===== config.mk =====
export PLATFORM = sky130hd
export DESIGN_NAME = per_second_unique_id_allocator_top
export DESIGN_NICKNAME = d
export VERILOG_FILES = /design/src/psid_pkg.sv /design/src/psid_dp.sv /design/src/psid_ctrl.sv /design/src/per_second_unique_id_allocator_top.sv
export SDC_FILE = /design/constraint.sdc
export NUM_CORES = 1
export LEC_CHECK = 0
export ABC_AREA = 0
export ABC_CLOCK_PERIOD_IN_PS = 9550
export BUFFER_PORTS_ARGS = -buffer_cell sky130_fd_sc_hd__buf_2
export CAP_MARGIN = 0
export CORE_MARGIN = 4
export CORE_UTILIZATION = 45
export CTS_BUF_LIST = sky130_fd_sc_hd__clkbuf_4 sky130_fd_sc_hd__clkbuf_8 sky130_fd_sc_hd__clkbuf_16
export CTS_CLUSTER_DIAMETER = 200
export DETAILED_ROUTE_END_ITERATION = 8
export PLACE_DENSITY = 0.62
export SETUP_SLACK_MARGIN = 0.15
export SLEW_MARGIN = 20
export SYNTH_ARGS = -nofsm -noshare
export SYNTH_HDL_FRONTEND = slang
export SYNTH_HIERARCHICAL = 1
export SYNTH_SLANG_ARGS = --single-unit

===== constraint.sdc =====
create_clock -name clock -period 9.55 [get_ports clock]
set_input_delay 0.955 -clock clock [delete_from_list [all_inputs] [get_ports clock]]
set_output_delay 0.955 -clock clock [all_outputs]
set_load 0.05 [all_outputs]

===== src/psid_pkg.sv =====
// Package for the per-second unique id allocator.
// Holds the transaction structs, status codes, control structs and popcount helpers.
// No dependencies; every other file of the block refers to it by scoped names.
`default_nettype none
package psid_pkg;

   localparam int LIMIT_W = 17;
   localparam logic [LIMIT_W-1:0] SEQ_CEILING = 17'h10000;
   localparam logic [LIMIT_W-1:0] LIMIT_RESET = 17'h10000;

   localparam logic [1:0] STATUS_OK        = 2'd0;
   localparam logic [1:0] STATUS_BAD_TYPE  = 2'd1;
   localparam logic [1:0] STATUS_BAD_COUNT = 2'd2;
   localparam logic [1:0] STATUS_EXHAUSTED = 2'd3;

   typedef struct packed {
      logic [7:0]  id_type;
      logic [7:0]  count;
      logic [31:0] now_seconds;
   } req_type;

   typedef struct packed {
      logic [1:0]  status;
      logic [63:0] id_value;
      logic        last;
   } rsp_type;

   // Commands from the controller to the datapath.
   typedef struct packed {
      logic latch_req;
      logic lookup;
      logic mark_exhausted;
      logic commit;
      logic load_single;
      logic load_id;
   } cmd_type;

   // Status from the datapath to the controller.
   typedef struct packed {
      logic req_error;
      logic over_limit;
      logic slot_free;
      logic last_one;
   } sts_type;

   function automatic logic [5:0] pop32(input logic [31:0] v);
      logic [5:0] n;
      n = 6'd0;
      for (int i = 0; i < 32; i++) begin
         n = n + 6'(v[i]);
      end
      return n;
   endfunction

   function automatic logic [4:0] pop16(input logic [15:0] v);
      logic [4:0] n;
      n = 5'd0;
      for (int i = 0; i < 16; i++) begin
         n = n + 5'(v[i]);
      end
      return n;
   endfunction

   function automatic logic [3:0] pop8(input logic [7:0] v);
      logic [3:0] n;
      n = 4'd0;
      for (int i = 0; i < 8; i++) begin
         n = n + 4'(v[i]);
      end
      return n;
   endfunction

endpackage
`default_nettype wire


===== src/psid_dp.sv =====
// Datapath of the per-second unique id allocator: request registers, the
// per-type counter memory with valid bits, the limit register and the result register.
// Depends on psid_pkg.
`default_nettype none
module psid_dp #(
   parameter int NUM_TYPES       = 16,
   parameter int MAX_PER_REQUEST = 16
) (
   input  wire logic                          clock,
   input  wire logic                          reset,
   input  wire psid_pkg::req_type             req_data,
   input  wire logic                          csr_valid,
   input  wire logic [psid_pkg::LIMIT_W-1:0]  csr_data,
   input  wire logic                          rsp_stall,
   output      logic                          rsp_valid,
   output      psid_pkg::rsp_type             rsp_data,
   input  wire psid_pkg::cmd_type             cmd,
   output      psid_pkg::sts_type             sts
);

   localparam int IdxW = (NUM_TYPES > 1) ? $clog2(NUM_TYPES) : 1;
   localparam int CntW = $clog2(MAX_PER_REQUEST + 1);

   logic [7:0]                   type_ff;
   logic [CntW-1:0]              count_ff;
   logic [31:0]                  now_ff;
   logic [1:0]                   err_ff,        err_in;
   logic [31:0]                  cur_sec_ff;
   logic [NUM_TYPES-1:0]         valid_ff;
   logic [psid_pkg::LIMIT_W-1:0] cnt_mem_ff [NUM_TYPES];
   logic [psid_pkg::LIMIT_W-1:0] rd_ff;
   logic [15:0]                  seq_ff;
   logic [CntW-1:0]              remain_ff;
   logic [5:0]                   pop_base_ff;
   logic [psid_pkg::LIMIT_W-1:0] limit_ff;
   logic                         rsp_valid_ff,  rsp_valid_in;
   psid_pkg::rsp_type            rsp_data_ff;

   logic [IdxW-1:0]              idx;
   logic [psid_pkg::LIMIT_W-1:0] start;
   logic [psid_pkg::LIMIT_W-1:0] lim;
   logic [psid_pkg::LIMIT_W:0]   sum;
   logic                         slot_free;
   logic [7:0]                   id_pop;

   assign idx   = type_ff[IdxW-1:0];
   assign start = valid_ff[idx] ? rd_ff : '0;
   // Anything above 65536 behaves as 65536 so sequence numbers stay in 16 bits.
   assign lim   = limit_ff[psid_pkg::LIMIT_W-1] ? psid_pkg::SEQ_CEILING : limit_ff;
   assign sum   = (psid_pkg::LIMIT_W+1)'(start) + (psid_pkg::LIMIT_W+1)'(count_ff);
   assign slot_free = !rsp_valid_ff || !rsp_stall;
   assign id_pop    = 8'(pop_base_ff) + 8'(psid_pkg::pop16(seq_ff));

   assign sts.req_error  = (err_ff != psid_pkg::STATUS_OK);
   assign sts.over_limit = (sum > (psid_pkg::LIMIT_W+1)'(lim));
   assign sts.slot_free  = slot_free;
   assign sts.last_one   = (remain_ff == CntW'(1));

   // A bad type wins over a bad count.
   always_comb begin
      err_in = err_ff;
      if (cmd.latch_req) begin
         if ((req_data.id_type == 8'd0) || (9'(req_data.id_type) >= 9'(NUM_TYPES))) begin
            err_in = psid_pkg::STATUS_BAD_TYPE;
         end else if ((req_data.count == 8'd0) ||
                      (9'(req_data.count) > 9'(MAX_PER_REQUEST))) begin
            err_in = psid_pkg::STATUS_BAD_COUNT;
         end else begin
            err_in = psid_pkg::STATUS_OK;
         end
      end else if (cmd.mark_exhausted) begin
         err_in = psid_pkg::STATUS_EXHAUSTED;
      end
   end

   always_comb begin
      rsp_valid_in = rsp_valid_ff;
      if (cmd.load_single || cmd.load_id) begin
         rsp_valid_in = 1'b1;
      end else if (!rsp_stall) begin
         rsp_valid_in = 1'b0;
      end
   end

   always_ff @(posedge clock) begin
      err_ff <= err_in;
      if (cmd.latch_req) begin
         type_ff  <= req_data.id_type;
         count_ff <= req_data.count[CntW-1:0];
         now_ff   <= req_data.now_seconds;
      end
      if (cmd.lookup) begin
         pop_base_ff <= psid_pkg::pop32(now_ff) + 6'(psid_pkg::pop8(type_ff));
      end
      if (cmd.commit) begin
         seq_ff    <= start[15:0];
         remain_ff <= count_ff;
      end else if (cmd.load_id) begin
         seq_ff    <= seq_ff + 16'd1;
         remain_ff <= remain_ff - CntW'(1);
      end
      if (cmd.load_single) begin
         rsp_data_ff.status   <= err_ff;
         rsp_data_ff.id_value <= 64'd0;
         rsp_data_ff.last     <= 1'b1;
      end else if (cmd.load_id) begin
         rsp_data_ff.status   <= psid_pkg::STATUS_OK;
         rsp_data_ff.id_value <= {now_ff, seq_ff, type_ff, id_pop};
         rsp_data_ff.last     <= sts.last_one;
      end
   end

   // Counter memory: read during lookup, written at commit.
   always_ff @(posedge clock) begin
      if (cmd.commit) begin
         cnt_mem_ff[idx] <= sum[psid_pkg::LIMIT_W-1:0];
      end
      if (cmd.lookup) begin
         rd_ff <= cnt_mem_ff[idx];
      end
   end

   always_ff @(posedge clock) begin
      if (reset) begin
         cur_sec_ff   <= '0;
         valid_ff     <= '0;
         limit_ff     <= psid_pkg::LIMIT_RESET;
         rsp_valid_ff <= 1'b0;
      end else begin
         rsp_valid_ff <= rsp_valid_in;
         if (csr_valid) begin
            limit_ff <= csr_data;
         end
         // A new second invalidates every counter at once.
         if (cmd.lookup && (now_ff != cur_sec_ff)) begin
            cur_sec_ff <= now_ff;
            valid_ff   <= '0;
         end else if (cmd.commit) begin
            valid_ff[idx] <= 1'b1;
         end
      end
   end

   assign rsp_valid = rsp_valid_ff;
   assign rsp_data  = rsp_data_ff;

endmodule
`default_nettype wire


===== src/psid_ctrl.sv =====
// Controller of the per-second unique id allocator: the request sequencer.
// Depends on psid_pkg; drives the datapath through cmd_type and reads sts_type.
`default_nettype none
module psid_ctrl (
   input  wire logic              clock,
   input  wire logic              reset,
   input  wire logic              req_valid,
   output      logic              req_stall,
   input  wire psid_pkg::sts_type sts,
   output      psid_pkg::cmd_type cmd
);

   typedef enum logic [4:0] {
      ST_IDLE   = 5'b00001,
      ST_LOOKUP = 5'b00010,
      ST_CHECK  = 5'b00100,
      ST_SINGLE = 5'b01000,
      ST_EMIT   = 5'b10000
   } state_type;

   state_type state_ff, state_in;

   always_comb begin
      state_in = state_ff;
      cmd      = '0;
      unique case (state_ff)
         ST_IDLE: begin
            if (req_valid) begin
               cmd.latch_req = 1'b1;
               state_in      = ST_LOOKUP;
            end
         end
         ST_LOOKUP: begin
            if (sts.req_error) begin
               state_in = ST_SINGLE;
            end else begin
               cmd.lookup = 1'b1;
               state_in   = ST_CHECK;
            end
         end
         ST_CHECK: begin
            if (sts.over_limit) begin
               cmd.mark_exhausted = 1'b1;
               state_in           = ST_SINGLE;
            end else begin
               cmd.commit = 1'b1;
               state_in   = ST_EMIT;
            end
         end
         ST_SINGLE: begin
            if (sts.slot_free) begin
               cmd.load_single = 1'b1;
               state_in        = ST_IDLE;
            end
         end
         ST_EMIT: begin
            if (sts.slot_free) begin
               cmd.load_id = 1'b1;
               if (sts.last_one) begin
                  state_in = ST_IDLE;
               end
            end
         end
         default: begin
            state_in = ST_IDLE;
         end
      endcase
   end

   always_ff @(posedge clock) begin
      if (reset) begin
         state_ff <= ST_IDLE;
      end else begin
         state_ff <= state_in;
      end
   end

   assign req_stall = (state_ff != ST_IDLE);

endmodule
`default_nettype wire


===== src/per_second_unique_id_allocator_top.sv =====
// Top level of the per-second unique id allocator.
// Depends on psid_pkg, psid_ctrl and psid_dp.
//
//   Channel   Direction  Handshake             Payload
//   req_      in         req_valid/req_stall   psid_pkg::req_type (id_type, count, now_seconds)
//   rsp_      out        rsp_valid/rsp_stall   psid_pkg::rsp_type (status, id_value, last)
//   csr_      in         csr_valid/csr_ready   ids_per_second_limit, 17 bits
//
// A good request goes through accept, counter read and limit check with write-back, then one
// id per cycle from the single result register while the result side does not stall. A bad
// type or count ends in one result load after accept, an exhausted one after the check.
// Reset is synchronous and active high; it invalidates every counter, zeroes the current
// second and sets the limit to 65536, so no clearing pass is needed after reset.
// A result stall holds the result register and pauses id generation; the next request is
// accepted in the cycle after the previous request's last result is loaded.
`default_nettype none
module per_second_unique_id_allocator_top #(
   parameter int NUM_TYPES       = 16,
   parameter int MAX_PER_REQUEST = 16
) (
   input  wire logic                          clock,
   input  wire logic                          reset,
   input  wire logic                          req_valid,
   output      logic                          req_stall,
   input  wire psid_pkg::req_type             req_data,
   output      logic                          rsp_valid,
   input  wire logic                          rsp_stall,
   output      psid_pkg::rsp_type             rsp_data,
   input  wire logic                          csr_valid,
   output      logic                          csr_ready,
   input  wire logic [psid_pkg::LIMIT_W-1:0]  csr_data
);

   psid_pkg::cmd_type cmd;
   psid_pkg::sts_type sts;

   // The limit register takes a write in any cycle, so the port is always ready.
   assign csr_ready = 1'b1;

   // The sequencer walks a good request through lookup, check and emission; a bad one ends in a single result.
   psid_ctrl u_ctrl (
      .clock     (clock),
      .reset     (reset),
      .req_valid (req_valid),
      .req_stall (req_stall),
      .sts       (sts),
      .cmd       (cmd)
   );

   // The datapath owns the request, counter, limit and result storage, including the per-type sequence counters.
   psid_dp #(
      .NUM_TYPES       (NUM_TYPES),
      .MAX_PER_REQUEST (MAX_PER_REQUEST)
   ) u_dp (
      .clock     (clock),
      .reset     (reset),
      .req_data  (req_data),
      .csr_valid (csr_valid),
      .csr_data  (csr_data),
      .rsp_stall (rsp_stall),
      .rsp_valid (rsp_valid),
      .rsp_data  (rsp_data),
      .cmd       (cmd),
      .sts       (sts)
   );

endmodule
`default_nettype wire


==> results.py, run 1 <==
metrics = {
    "clock_tree": {
        "cts-buffers-inserted": 52,
        "cts_resized": 0,
        "root_buffer": "clkbuf_16",
        "cts_sinks": 500,
        "cts.path.max_buffers": 3,
        "path_clk_slew_ps": 60,
        "htreeDepth": 2,
        "postCtsHoldBufs": 0,
        "clock_latency_ps": 620,
        "tritoncts": "done",
        "post_cts_buffers": 0,
    },
    "setup_path": {
        "crit_required_ps": 9750,
        "critPathMaxFanout": 42,
        "crit_top_cell": "a21oi_1",
        "crit_path_start_kind": "flip-flop",
        "worst_ep_arrival_time_ps": 8300,
        "crit_family": "compound AO/OA/AOI/OAI gates",
        "critPathCaptureType": "flip-flop",
        "critPathMaxStageDelay_ps": 860,
        "criticalPathCategory": "flip-flop to flip-flop",
        "crit_slowest_cell": "edfxtp_1",
        "path_cells": "mux4_2 > mux2_2 > a21oi_2 > buf_4 > nor2b_1 > ha_1 > nand2_1 > o211ai_1 > a21oi_1 > nand2b_1 > or3_1 > a21oi_2 > ha_1 > a21o_1 > a21o_1 > a21oi_1 > o21ai_0 > a21oi_1 > o21ai_0 > nor2_2 > buf_4 > nand2_1 > nor2_2",
        "path_buf_inv": 2,
    },
    "layout": {
        "nNetsFinal": 1721,
        "antenna_cells": 0,
        "drive_gt1_share_pct": 23.2,
        "final_area_um2": 24700,
        "syn_to_final_growth_pct": 15.1,
        "finish.utilization_pct": 52.8,
        "n_fill_cell": 3893,
    },
    "grt": {
        "antenna_found_initial": 1,
        "track_usage_pct": 18.6,
        "grt_pass1_vias": 11943,
        "grt-ovfl-total": 0,
        "grt_pass1_wl_um": 72600,
        "grt_max_degree": 71,
    },
    "power": {
        "p_int_uw": 4150,
        "pwr-share-clk_pct": 36.6,
        "p_seq_share_pct": 43.6,
        "leakage_uw": 0.00888,
        "peakVddDrop_v": 0.000278,
        "p_sw_uw": 1510,
        "switching_share_pct": 26.7,
        "comb_power_share_pct": 19.9,
        "power.density_nw_per_um2": 229,
    },
    "floorplan": {
        "die_w_um": 227,
        "core-area_um2": 46900,
        "initial_core_util_pct": 45.9,
        "die_y_um": 227,
        "row_count": 79,
        "dieArea_um2": 51300,
        "io_pins": 140,
    },
    "route": {
        "ant_nets": 0,
        "vias": 11962,
        "wirelength_um": 47400,
        "wl_per_cell_um": 21.5,
        "first_iter_violations": 1053,
        "drtPass1Iterations": 4,
        "drc": 0,
        "viasPerCell": 5.42,
    },
    "synth": {
        "synth_mux_area_share_pct": 14.6,
        "netlist.area_leader.share_pct": 51.0,
        "netlist_area_um2": 21500,
        "avgSynthCellArea_um2": 15.4,
        "synth-adder-area-share_pct": 6.89,
        "synth_edf_count": 365,
        "synth_ff_type": "edfxtp_1",
        "synthSimpleGateAreaFrac_pct": 6.22,
        "synth_top_family_by_area": "multiplexers",
        "synth-compound-area-share_pct": 3.03,
        "yosys-top-cells-area": "edfxtp_1 51%, dfxtp_1 13%, mux4_2 9.3%, mux2i_1 5.1%, fa_1 4.1%",
        "yosys.area_share.xor_xnor_pct": 2.77,
        "yosysUniqueCellTypes": 58,
        "post_synth_inst_count": 1398,
        "synth.most_common_cell": "edfxtp_1",
        "synth-async-reset-ratio_pct": 0,
        "synth_seq_area_share_pct": 63.6,
        "syn_nets": 1560,
        "synth_top_cells_by_count": "365 x edfxtp_1, 144 x nor2_1, 135 x dfxtp_1, 109 x mux2i_1, 89 x mux4_2",
        "synth-seq-cells": 500,
        "synth_top_area_cell": "edfxtp_1",
        "yosysWarningCount": 6,
    },
    "timing": {
        "relSlewSlack_pct": 32.5,
        "finalMaxSlewViolations": 0,
        "whs_ps": 463,
        "finalHoldViolCount": 0,
        "fin_tns_setup_ps": 0,
        "max_freq_mhz": 124,
        "worst_pin_slew_ps": 1010,
        "setup_viol": 0,
        "rsz0062_at_grt": "no",
        "finalCritPeriodShare_pct": 84.7,
        "finalCriticalPeriod_ps": 8090,
        "finalClockSkew_ps": 50.9,
    },
    "placed_design": {
        "gp_congestion": 0.815,
        "place_area_um2": 22900,
        "io_buffers": 137,
        "dp_hpwl_um": 32700,
    },
    "min_path": {
        "hp-class": "flip-flop to flip-flop",
    },
    "run": {
        "drv_cap": 0,
    },
    "outcome": {
        "status": "completed",
    },
}
[worst paths after layout]
path / startpoint / to / slack, ps / cells after the start
hold / removal: u_dp/valid_ff[15] / u_dp/valid_ff[15] / 460 / 1
setup reg to reg: u_dp/type_ff[0] / u_dp/cnt_mem_ff[4][3] / 1460 / 23
hold reg to reg: u_dp/valid_ff[15] / u_dp/valid_ff[15] / 460 / 1
setup / recovery: u_dp/type_ff[0] / u_dp/cnt_mem_ff[4][3] / 1460 / 23
[cell families after synthesis]
family | after synthesis
flops | 500
fa+ha+maj | 92
compound gates | 99
buf+inv | 148
mux | 201
xor+xnor | 68
other cells | 2
simple gates | 288
[power by group through the flow]
stage | Sequential (uW) | Clock (uW) | Combinational, uW
floorplan | 2520 | 0 | 878
global placement | 2510 | 0 | 1140
detailed placement | 2510 | 0 | 1130
CTS | 2470 | 2120 | 1150
global route | 2470 | 2220 | 1290
finish | 2460 | 2070 | 1130
[layout by cell type (no fill, tap or decap), types with 33 or more instances in the layout]
cell type / n
mux4_2: 89
buf_2: 137
clkbuf_16: 52
nor2_1: 136
mux2i_1: 109
inv_1: 83
dfxtp_1: 135
xor2_1: 52
nand2_1: 52
fa_1: 44
buf_4: 33
edfxtp_1: 365
ha_1: 48
[routing by layer]
metal | wire [um] | track usage, % | vias up
li1 | - | - | 5471
met1 | 22000 | 28.1 | 6074
met2 | 21600 | 28.2 | 349
met3 | 2850 | 3.29 | 68
met4 | 973 | 4.89 | 0
met5 | 0 | 0 | -
[state kept, by name, indices dropped and copies added (netlist names), 8 cells and up]
register	count
u_dp/cnt_mem_ff	272
u_dp/rsp_data	66
u_dp/cur_sec_ff	32
u_dp/now_ff	32
u_dp/limit_ff	17
u_dp/rd_ff	17
u_dp/seq_ff	16
u_dp/valid_ff	16
u_dp/type_ff	8
[area by class of cell]
cell class              instances  area (um2)  area share (%)
clock buffers                  55        1320            5.35
well taps                     607         759            3.07
clock inverters                41         447            1.81
multi-input cells             750        7280            29.4
repair buffers                171         945            3.82
inverters                      84         315            1.27
flip-flops and latches        500       13700            55.2
[per-stage QoR]
| stage | instances | power, uW | worst slack [ps] |
|---|---|---|---|
| after floorplan | 1398 | 3390 | 2870 |
| after global placement | 2112 | 3650 | 1450 |
| after detailed placement | 2112 | 3640 | 1080 |
| after CTS | 2208 | 5730 | 1060 |
| after global routing | 2208 | 5970 | 883 |
| final | 2208 | 5660 | 1460 |
No activity file was read; power rests on OpenSTA's default activity.
==> inputs of run 2 (changes only) <==
--- a/config.mk
+++ b/config.mk
@@ -5,8 +5,8 @@
 export SDC_FILE = /design/constraint.sdc
 export NUM_CORES = 1
 export LEC_CHECK = 0
-export ABC_AREA = 0
-export ABC_CLOCK_PERIOD_IN_PS = 9550
+export ABC_AREA = 1
+export ABC_CLOCK_PERIOD_IN_PS = 7150
 export BUFFER_PORTS_ARGS = -buffer_cell sky130_fd_sc_hd__buf_2
 export CAP_MARGIN = 0
 export CORE_MARGIN = 4
@@ -14,7 +14,7 @@
 export CTS_BUF_LIST = sky130_fd_sc_hd__clkbuf_4 sky130_fd_sc_hd__clkbuf_8 sky130_fd_sc_hd__clkbuf_16
 export CTS_CLUSTER_DIAMETER = 200
 export DETAILED_ROUTE_END_ITERATION = 8
-export PLACE_DENSITY = 0.62
+export PLACE_DENSITY = 0.65
 export SETUP_SLACK_MARGIN = 0.15
 export SLEW_MARGIN = 20
 export SYNTH_ARGS = -nofsm -noshare
==> constraint.sdc (replaced) <==
create_clock -name clock -period 7.15 [get_ports clock]
set_input_delay 0.715 -clock clock [delete_from_list [all_inputs] [get_ports clock]]
set_output_delay 0.715 -clock clock [all_outputs]
set_load 0.05 [all_outputs]
==> run 2 against run 1 <==
- first-iteration DRC count is 36% higher
- non-clock buffer count is 19 higher
- critical path depth is 12 higher
- routed wire length is 17% higher
- worst hold slack worse by 160 ps
- power is 74% higher
- critical path type unchanged
- largest cell class unchanged
- largest power group unchanged
==> results.py, run 2 <==
metrics = {
    "route": {
        "drtPass1Iterations": 6,
        "drc": 0,
        "vias": 15144,
        "wirelength_um": 55700,
        "viasPerCell": 5.45,
        "wl_met3_um": 4290,
        "met1Wirelength_um": 24200,
        "ant_nets": 0,
        "dr_wl_met2_um": 26000,
        "wl_per_cell_um": 20.0,
        "highest_layer": "met4",
        "first_iter_violations": 1434,
    },
    "power": {
        "leakage_uw": 0.00969,
        "power.density_nw_per_um2": 398,
        "p_int_uw": 6300,
        "pwr-share-clk_pct": 26.2,
        "switching_share_pct": 36.2,
        "comb_power_share_pct": 36.2,
        "p_seq_share_pct": 37.6,
        "peakVddDrop_v": 0.000505,
        "p_total_uw": 9860,
        "p_sw_uw": 3570,
    },
    "timing": {
        "finalWorstSetupSlack_ps": 798,
        "finalCriticalPeriod_ps": 6350,
        "finalCritPeriodShare_pct": 88.8,
        "rsz0062_at_grt": "no",
        "finalMaxSlewViolations": 0,
        "finalClockSkew_ps": 23.6,
        "fin_tns_setup_ps": 0,
        "worst_pin_slew_ps": 962,
        "relSlewSlack_pct": 35.9,
        "max_freq_mhz": 157,
        "finalHoldViolCount": 0,
        "setup_viol": 0,
    },
    "clock_tree": {
        "htreeDepth": 2,
        "cts.path.max_buffers": 3,
        "post_cts_buffers": 0,
        "clock_latency_ps": 590,
        "tritoncts": "done",
        "path_clk_slew_ps": 60,
        "cts_sinks": 500,
        "cts-buffers-inserted": 50,
        "root_buffer": "clkbuf_16",
    },
    "floorplan": {
        "io_pins": 140,
        "die_y_um": 227,
        "initial_core_util_pct": 45.4,
        "core-area_um2": 47600,
        "dieArea_um2": 51700,
        "row_count": 80,
        "die_w_um": 227,
    },
    "synth": {
        "netlist_area_um2": 21600,
        "synth_top_cells_by_count": "365 x edfxtp_1, 279 x nor2_1, 254 x nand2_1, 232 x o21ai_0, 163 x inv_1",
        "post_synth_inst_count": 1971,
        "avgSynthCellArea_um2": 11.0,
        "yosysUniqueCellTypes": 49,
        "syn_nets": 2133,
        "netlist.area_leader.share_pct": 50.6,
        "yosysWarningCount": 6,
        "synth.most_common_cell": "edfxtp_1",
        "synth_seq_area_share_pct": 63.1,
        "synth_top_area_cell": "edfxtp_1",
        "synth-async-reset-ratio_pct": 0,
        "yosys-top-cells-area": "edfxtp_1 51%, dfxtp_1 12%, o21ai_0 5.4%, nor2_1 4.8%, nand2_1 4.4%",
        "synth_edf_count": 365,
        "synth_ff_type": "edfxtp_1",
        "synth-seq-cells": 500,
    },
    "layout": {
        "drive_gt1_share_pct": 15.8,
        "largest_reg_flops": 272,
        "nNetsFinal": 2285,
        "final_cell_mix": "365 x edfxtp_1, 260 x nor2_1, 253 x nand2_1",
        "final_common_cell": "edfxtp_1",
        "finish.utilization_pct": 52.1,
        "syn_to_final_growth_pct": 14.6,
        "top_register": "u_dp/cnt_mem_ff",
    },
    "grt": {
        "grt_pass1_vias": 14516,
        "grt_pass1_wl_um": 84500,
        "grt-ovfl-total": 0,
        "grt_max_degree": 96,
        "antenna_found_initial": 1,
        "track_usage_pct": 21.2,
    },
    "setup_path": {
        "worst_ep_arrival_time_ps": 6630,
        "criticalPathCategory": "flip-flop to flip-flop",
        "critPathMaxFanout": 18,
        "crit_slowest_cell": "nor2_2",
        "crit_required_ps": 7430,
        "crit_path_start_kind": "flip-flop",
        "crit_top_cell": "nand2_1",
        "critPathMaxStageDelay_ps": 550,
        "critPathCaptureType": "flip-flop",
    },
    "placed_design": {
        "dp_hpwl_um": 38200,
        "io_buffers": 137,
        "pre_cts_ws_ps": 669,
        "gp_congestion": 0.927,
    },
    "min_path": {
        "hp-class": "input pin to flip-flop",
    },
    "run": {
        "drv_cap": 0,
    },
    "outcome": {
        "status": "completed",
    },
}
[run 2: power by group through the flow]
stage               Sequential [uW]  Combinational (uW)  Clock (uW)
floorplan                      4330                2050           0
global placement               3760                3490           0
detailed placement             3770                3560           0
CTS                            3710                3590        2640
global route                   3730                4020        2760
finish                         3710                3570        2580
[run 2: worst paths after layout]
| kind | startpoint | to | slack, ps | cells after the start |
|---|---|---|---|---|
| hold / removal | req_data[24] | u_dp/now_ff[24] | 300 | 1 |
| setup / recovery | u_dp/type_ff[3] | u_dp/cnt_mem_ff[4][10] | 800 | 35 |
| setup reg to reg | u_dp/type_ff[3] | u_dp/cnt_mem_ff[4][10] | 800 | 35 |
| hold reg to reg | u_dp/rsp_data[29] | u_dp/rsp_data[29] | 450 | 2 |
[run 2: kinds of logic (layout without fill, tap and decap cells)]
kind of cell             Yosys count  in the layout  share of synthesized area (%)
AND/OR/NAND/NOR                  659            659                           13.0
flip-flops                       500            500                           63.1
buffers and inverters            266            459                           4.90
other                              2              3                         0.0347
AO/OA/AOI/OAI                    407            407                           10.3
XOR/XNOR                          45             45                           1.82
adder cells (fa/ha/maj)           92             92                           6.84
[run 2: repair_timing]
item / 4_1_cts / 5_1_grt
gates resized for setup: 0 / 1
hold buffers: 0 / 0
endpoints found under the setup margin: 0 / 21
[run 2: stage by stage]
stage	std cells	cell area, um2	hold slack (ps)
finish	2780	24800	302
global route	2780	24800	284
CTS	2779	24800	272
detailed placement	2686	23200	442
global placement	2686	23200	438
floorplan	1971	21600	435
[run 2: metal layers]
| layer | track usage, % | vias up |
|---|---|---|
| met4 | 5.62 | 0 |
| met5 | 0 | - |
| li1 | - | 7077 |
| met1 | 30.1 | 7387 |
| met3 | 4.33 | 78 |
| met2 | 33.7 | 602 |
[run 2: final cells by class]
class,count,area (um2)
diodes,1,2.50
clock buffers,74,1480
clock inverters,19,164
fillers,4177,22800
inverters,176,662
multi-input cells,1205,6990
flip-flops and latches,500,13700
well taps,615,769
repair buffers,190,1080
[run 2: critical path, delay by kind of cell, from the launching register on]
kind | cells | cell delay [ps]
xor+xnor | 1 | 140
compound gates | 4 | 550
simple gates | 20 | 2840
flops | 1 | 500
buf+inv | 8 | 1440
fa+ha+maj | 2 | 560
